$ cat src/rtl/core/min_priority_queue_core_macros.svh
// Assertion macros for the priority queue core.
`ifndef MIN_PRIORITY_QUEUE_CORE_MACROS_SVH
`define MIN_PRIORITY_QUEUE_CORE_MACROS_SVH
`ifndef SYNTHESIS
`define MPQ_ASSERT_IMPL(label, clk, rst_n, ante, cons) \
	label: assert property (@(posedge clk) disable iff (!rst_n) (ante) |-> (cons)) \
	else $error("assertion failed");
`define MPQ_ASSERT_NEXT(label, clk, rst_n, ante, cons) \
	label: assert property (@(posedge clk) disable iff (!rst_n) (ante) |=> (cons)) \
	else $error("assertion failed");
`else
`define MPQ_ASSERT_IMPL(label, clk, rst_n, ante, cons)
`define MPQ_ASSERT_NEXT(label, clk, rst_n, ante, cons)
`endif
`endif

$ cat src/rtl/core/mpq_pkg.sv
package mpq_pkg;
	localparam logic [1:0] CMD_INSERT  = 2'd0;
	localparam logic [1:0] CMD_EXTRACT = 2'd1;
	localparam logic [1:0] CMD_CLEAR   = 2'd2;

	localparam logic [2:0] ST_INSERTED  = 3'd0;
	localparam logic [2:0] ST_EXTRACTED = 3'd1;
	localparam logic [2:0] ST_EMPTY     = 3'd2;
	localparam logic [2:0] ST_FULL      = 3'd3;
	localparam logic [2:0] ST_CLEARED   = 3'd4;

	localparam int KEY_W = 32;
	localparam int STATUS_W = 3;
	localparam int OCC_W = 7;
endpackage

$ cat src/rtl/core/min_priority_queue_core.sv
// Channel  | Ports                          | Transfer
// command  | start, busy, cmd, key_in       | start high and busy low at clk rise
// result   | done, key_out, status, occupancy| done high for one cycle
// Insert, clear, empty extract and full insert: result transfer in the cycle after the
// command transfer; a new command can transfer once busy has fallen after done.
// Extract: scan of the key memory, one read per cycle; the result transfers after
// the SCAN states (none for a single entry), LAST, MOVE and FIN, the next command after DONE;
// the single read port of the key memory sets the length of the scan.
// arst_n clears the count and control; the memory holds no reset.
// The receiver cannot stall: done is a one-cycle strobe.
`include "min_priority_queue_core_macros.svh"
module min_priority_queue_core import mpq_pkg::*; #(
	parameter int CAPACITY = 64
) (
	input  logic                    clk,
	input  logic                    arst_n,
	input  logic                    start,
	output logic                    busy,
	input  logic [1:0]              cmd,
	input  logic signed [KEY_W-1:0] key_in,
	output logic                    done,
	output logic signed [KEY_W-1:0] key_out,
	output logic [STATUS_W-1:0]     status,
	output logic [OCC_W-1:0]        occupancy
);
	localparam int AW = (CAPACITY > 1) ? $clog2(CAPACITY) : 1;
	localparam int CW = $clog2(CAPACITY + 1);

	localparam logic [2:0] S_IDLE = 3'd0;
	localparam logic [2:0] S_SCAN = 3'd1;
	localparam logic [2:0] S_LAST = 3'd2;
	localparam logic [2:0] S_MOVE = 3'd3;
	localparam logic [2:0] S_FIN  = 3'd4;
	localparam logic [2:0] S_DONE = 3'd5;

	logic [2:0]              state_q;
	logic [CW-1:0]           count_q;
	logic [CW-1:0]           idx_q;     // next address to read
	logic [AW-1:0]           cmp_q;     // address of data now on rdata
	logic                    first_q;
	logic signed [KEY_W-1:0] best_q;
	logic [AW-1:0]           best_idx_q;
	logic signed [KEY_W-1:0] out_key_q;
	logic [STATUS_W-1:0]     out_st_q;

	logic                    re, we;
	logic [AW-1:0]           raddr, waddr;
	logic signed [KEY_W-1:0] rdata, wdata;

	mpq_store #(.DEPTH(CAPACITY), .AW(AW)) u_store (
		.clk, .re, .raddr, .rdata, .we, .waddr, .wdata
	);

	wire accept = start && !busy;
	assign busy = (state_q != S_IDLE);
	assign done = (state_q == S_DONE);
	assign key_out = out_key_q;
	assign status = out_st_q;
	assign occupancy = OCC_W'(count_q);

	// compare the key now on rdata against the running minimum
	wire take = first_q || (rdata < best_q);
	wire signed [KEY_W-1:0] nbest = take ? rdata : best_q;
	wire [AW-1:0] nbidx = take ? cmp_q : best_idx_q;

	always_comb begin
		re = 1'b0;
		raddr = AW'(idx_q);
		we = 1'b0;
		waddr = AW'(count_q);
		wdata = key_in;
		if (accept && cmd == CMD_INSERT && count_q < CW'(CAPACITY)) begin
			we = 1'b1;
		end
		if (state_q == S_IDLE && accept && cmd == CMD_EXTRACT && count_q != '0) begin
			re = 1'b1;
			raddr = '0;
		end else if (state_q == S_SCAN) begin
			re = 1'b1;
		end
		if (state_q == S_LAST) begin
			// fetch the last entry to fill the hole
			re = 1'b1;
			raddr = AW'(count_q - CW'(1));
		end
		if (state_q == S_FIN) begin
			we = 1'b1;
			waddr = best_idx_q;
			wdata = rdata;
		end
	end

	always_ff @(posedge clk or negedge arst_n) begin
		if (!arst_n) begin
			state_q <= S_IDLE;
			count_q <= '0;
			idx_q <= '0;
			cmp_q <= '0;
			first_q <= 1'b0;
			best_q <= '0;
			best_idx_q <= '0;
			out_key_q <= '0;
			out_st_q <= ST_INSERTED;
		end else begin
			case (state_q)
				S_IDLE: begin
					if (accept) begin
						out_key_q <= '0;
						state_q <= S_DONE;
						if (cmd[1]) begin
							count_q <= '0;
							out_st_q <= ST_CLEARED;
						end else if (cmd == CMD_INSERT) begin
							if (count_q < CW'(CAPACITY)) begin
								count_q <= count_q + CW'(1);
								out_st_q <= ST_INSERTED;
							end else begin
								out_st_q <= ST_FULL;
							end
						end else if (count_q == '0) begin
							out_st_q <= ST_EMPTY;
						end else begin
							out_st_q <= ST_EXTRACTED;
							idx_q <= CW'(1);
							cmp_q <= '0;
							first_q <= 1'b1;
							state_q <= (count_q == CW'(1)) ? S_LAST : S_SCAN;
						end
					end
				end
				S_SCAN: begin
					best_q <= nbest;
					best_idx_q <= nbidx;
					first_q <= 1'b0;
					cmp_q <= AW'(idx_q);
					idx_q <= idx_q + CW'(1);
					if (idx_q + CW'(1) >= count_q) begin
						state_q <= S_LAST;
					end
				end
				S_LAST: begin
					// fold in the final scanned entry
					best_q <= nbest;
					best_idx_q <= nbidx;
					first_q <= 1'b0;
					state_q <= S_MOVE;
				end
				S_MOVE: begin
					out_key_q <= best_q;
					count_q <= count_q - CW'(1);
					state_q <= S_FIN;
				end
				S_FIN: begin
					state_q <= S_DONE;
				end
				S_DONE: begin
					state_q <= S_IDLE;
				end
				default: begin
					state_q <= S_IDLE;
				end
			endcase
		end
	end

	`MPQ_ASSERT_IMPL(a_cap, clk, arst_n, 1'b1, count_q <= CW'(CAPACITY))
	`MPQ_ASSERT_NEXT(a_done_pulse, clk, arst_n, done, !done)
	`MPQ_ASSERT_NEXT(a_empty_keeps, clk, arst_n,
		done && status == ST_EMPTY, count_q == '0)
endmodule

$ cat src/rtl/core/mpq_store.sv
module mpq_store import mpq_pkg::*; #(
	parameter int DEPTH = 64,
	parameter int AW = 6
) (
	input  logic                    clk,
	input  logic                    re,
	input  logic [AW-1:0]           raddr,
	output logic signed [KEY_W-1:0] rdata,
	input  logic                    we,
	input  logic [AW-1:0]           waddr,
	input  logic signed [KEY_W-1:0] wdata
);
	logic signed [KEY_W-1:0] mem [DEPTH];

	always_ff @(posedge clk) begin
		if (we) begin
			mem[waddr] <= wdata;
		end
		if (re) begin
			rdata <= mem[raddr];
		end
	end
endmodule
$ cat config.mk
export PLATFORM = sky130hd
export DESIGN_NAME = min_priority_queue_core
export DESIGN_NICKNAME = d
export VERILOG_FILES = /design/src/rtl/core/mpq_pkg.sv /design/src/rtl/core/min_priority_queue_core.sv /design/src/rtl/core/mpq_store.sv
export VERILOG_INCLUDE_DIRS = /design/src /design/src/rtl/core
export SDC_FILE = /design/constraint.sdc
export NUM_CORES = 2
export LEC_CHECK = 0
export BUFFER_PORTS_ARGS = -buffer_cell sky130_fd_sc_hd__buf_2
export CORE_MARGIN = 4
export CORE_UTILIZATION = 32
export CTS_CLUSTER_SIZE = 16
export DETAILED_ROUTE_END_ITERATION = 8
export PLACE_DENSITY = 0.55
export SYNTH_ARGS = -nofsm -noshare
export SYNTH_HDL_FRONTEND = slang
export SYNTH_HIERARCHICAL = 1
export SYNTH_SLANG_ARGS = --single-unit
$ cat constraint.sdc
create_clock -name clk -period 5.96 [get_ports clk]
set_input_delay 0.298 -clock clk [delete_from_list [all_inputs] [get_ports clk]]
set_output_delay 0.298 -clock clk [all_outputs]
set_load 0.02 [all_outputs]
==> metrics.yaml <==
worst_setup_path:
  crit_fanout: 28
  worstSetupPathType: "flip-flop to flip-flop"
  r2r_slack_ns: 0.63
  crit_required_ns: 6.50
  crit_start: "occupancy[0]"
  r2r_start: "occupancy[0]"
  arrival_ns: 5.88
  end_kind: "flip-flop"
  crit_path_end: "u_store/rdata[29]"
  reg2reg_depth: 15
  cp-start-kind: "flip-flop"
  r2r_end: "u_store/rdata[29]"
synthesis:
  ys.flop_type: "edfxtp_1"
  yosysWarnings: 6
  ys_seq_area_frac: 0.768
  ys_seq_elements: 2177
  syn-num-nets: 3973
  syn_avg_cell_area_um2: 21.7
  syn_area_um2: 84500
  synthCells: 3894
  async_reset_ff_frac: 0.0446
  synthDistinctLibCells: 55
  synth_edf_count: 2080
pwr:
  powerDensity_nw_per_um2: 510
  vdd_drop_max_v: 0.000432
  cellLeakagePower_uw: 0.0307
  power.total_uw: 49700
routing:
  dr.pass1.iters: 5
  wl_met3_mm: 15.1
  met1_length_mm: 95.6
  dr_wl_met2_mm: 109
  wl_mm: 227
  vias: 41400
  drtAntennaViolNets: 0
  wire_per_inst_um: 28.8
  vias_per_cell: 5.26
  drc_errors: 0
  drt_first_iter_violations: 4747
  highest_layer: "met5"
floorplan:
  die_area_um2: 272000
  io_pins: 81
  die_w_um: 522
  core.rowCount: 188
  die_y_um: 522
  start_util: 0.322
  core_area_um2: 263000
cts:
  clock_path_buffers: 3
  cts_sinks: 2177
  root_buffer: "clkbuf_16"
  clk_latency_ns: 0.85
  cts_tree: "yes"
  ctsHtreeMaxLevel: 4
  clk_pin_slew_ns: 0.06
  cts_made_buffers: 212
global_routing:
  grt_pass1_vias: 41500
  grt_use_total: 0.164
  antenna_found_initial: 8
  overflow: 0
  grt_max_degree: 95
  grt_pass1_wl_mm: 321
timing:
  drv_slew: 0
  final-hold-violation-count: 0
  finalCritPeriodShare: 0.895
  slew_headroom: 0.0881
  period_minus_slack_ns: 5.33
  fin_tns_setup_ns: 0
  clock.fmax_ghz: 0.188
  setup_slack_ns: 0.627
  final.setup_skew_ns: 0.0335
  rsz0062_at_grt: "false"
  finalSetupViolCount: 0
  worst_pin_slew_ns: 1.37
layout:
  drive_gt1_frac: 0.291
  fin_nets: 4242
  final_util: 0.371
  area_growth_pct: 15.3
placed_design:
  portBuffers: 80
  hpwl_mm: 131
  pre_cts_ws_ns: 0.641
  gp_congestion: 0.839
flow_run:
  maxCapViolations: 0
status:
  status: "finished, final reports clean"
hold_path:
  hold_path_class: "input port to flip-flop"
## layer usage
metal	global-route usage	vias to the layer above
met5	0	-
met4	0.0492	4
met2	0.266	1594
met1	0.229	22600
met3	0.0253	281
li1	-	16900
## power breakdown
part           leakage, uW  internal, uW  switching (uW)
Combinational      0.00742          6960           10200
Clock              0.00334          7530            5690
Sequential          0.0199         18800             596
Total               0.0307         33300           16400
## Yosys cell counts (7+ instances only)
cell type / count / area, um^2
edfxtp_1: 2080 / 62500
mux4_2: 544 / 12300
nor2_1: 150 / 563
clkbuf_1: 99 / 372
dfrtp_1: 97 / 2430
mux2i_1: 94 / 941
o22ai_1: 89 / 557
nand2_1: 84 / 315
a21oi_1: 81 / 405
nand3_1: 61 / 305
buf_2: 57 / 285
o21ai_0: 56 / 280
mux2_2: 50 / 563
ha_1: 42 / 526
inv_1: 40 / 150
o221ai_1: 28 / 245
buf_1: 26 / 97.6
buf_4: 26 / 195
mux2_4: 20 / 300
nor2b_1: 17 / 106
a22oi_1: 15 / 113
nor3_1: 15 / 75.1
nand2b_1: 14 / 87.6
nand4_1: 10 / 62.6
a311oi_1: 9 / 78.8
a21o_1: 7 / 52.6
and3_1: 7 / 43.8
nand3b_1: 7 / 52.6
## flip-flops by register name (all words and copies together), names as in the netlist
signal,count
u_store/mem,2048
best_q,32
key_out,32
u_store/rdata,32
idx_q,7
occupancy,7
best_idx_q,6
cmp_q,6
state_q,3
status,3
first_q,1
## cell families (layout without fill, tap and decap cells)
logic type | Yosys count | after routing | synth area share
buffers and inverters | 256 | 708 | 0.0143
adders and majority gates | 42 | 42 | 0.00622
AOI/OAI and AO/OA | 314 | 314 | 0.0233
and+or+nand+nor | 387 | 387 | 0.0210
DFF | 2177 | 2177 | 0.768
other | 0 | 5 | 0
xor gates and xnor gates | 10 | 10 | 0.00104
muxes | 708 | 708 | 0.166
## stage by stage
step	instances	cell area [um^2]	hold slack [ns]
final	7866	97500	0.188
after global routing	7861	97500	0.164
after CTS	7861	97500	0.120
after detailed placement	7457	90500	0.303
after global placement	7456	90500	0.301
after floorplan	3894	84500	0.00241
## layout make-up
class	instances	area (um^2)
Tap cell	3515	4400
Antenna cell	5	12.5
Multi-Input combinational cell	1461	19000
Clock buffer	254	5590
Timing Repair Buffer	271	2190
Inverter	40	150
Fill cell	23800	165000
Clock inverter	143	1260
Sequential cell	2177	64900
## critical path, cell delays in order (launching register included)
cell	delay [ns]
dfrtp_1	0.55
inv_1	0.15
ha_1	0.30
and3_1	0.19
nor3b_1	0.38
nand2_1	0.41
nand3_1	0.28
o21ai_4	0.23
buf_12	0.25
buf_12	0.22
buf_4	0.22
or3b_1	0.66
o221ai_1	0.27
a21oi_1	0.17
a21oi_1	0.57
nor2_1	0.11
## how the worst min path moves through the flow
stage / startpoint / to / cells past startpoint
floorplan: arst_n / best_idx_q[0] / 0
global placement: arst_n / status[2] / 1
detailed placement: arst_n / status[2] / 1
CTS: key_in[15] / u_store/mem[46][15] / 2
finish: key_in[5] / u_store/mem[37][5] / 2
global route: key_in[27] / u_store/mem[34][27] / 2
## what timing repair did
item,CTS,global route
hold buffers,7,0
hold endpoints to repair,48,0
setup endpoints to repair,0,0
resized for setup,0,0
setup buffers,0,0
## cell usage in the layout (no fill, tap or decap), types with 10 or more instances in the layout
master / n
inv_1: 40
mux4_2: 544
mux2_2: 49
clkinv_2: 45
buf_2: 79
nand2_1: 83
bufinv_16: 20
clkbuf_1: 36
mux2_4: 21
mux2i_1: 94
nor2_1: 88
buf_12: 27
nand4_1: 10
buf_4: 159
nor3_1: 13
edfxtp_1: 2080
dfrtp_1: 97
nand2b_1: 13
clkinv_1: 57
clkinvlp_4: 12
a21oi_1: 81
o21ai_0: 50
nand3_1: 61
nor2_4: 62
clkbuf_16: 218
a22oi_1: 15
ha_1: 42
nor2b_1: 17
o22ai_1: 89
o221ai_1: 28
No activity file was read; power rests on OpenSTA's default activity.
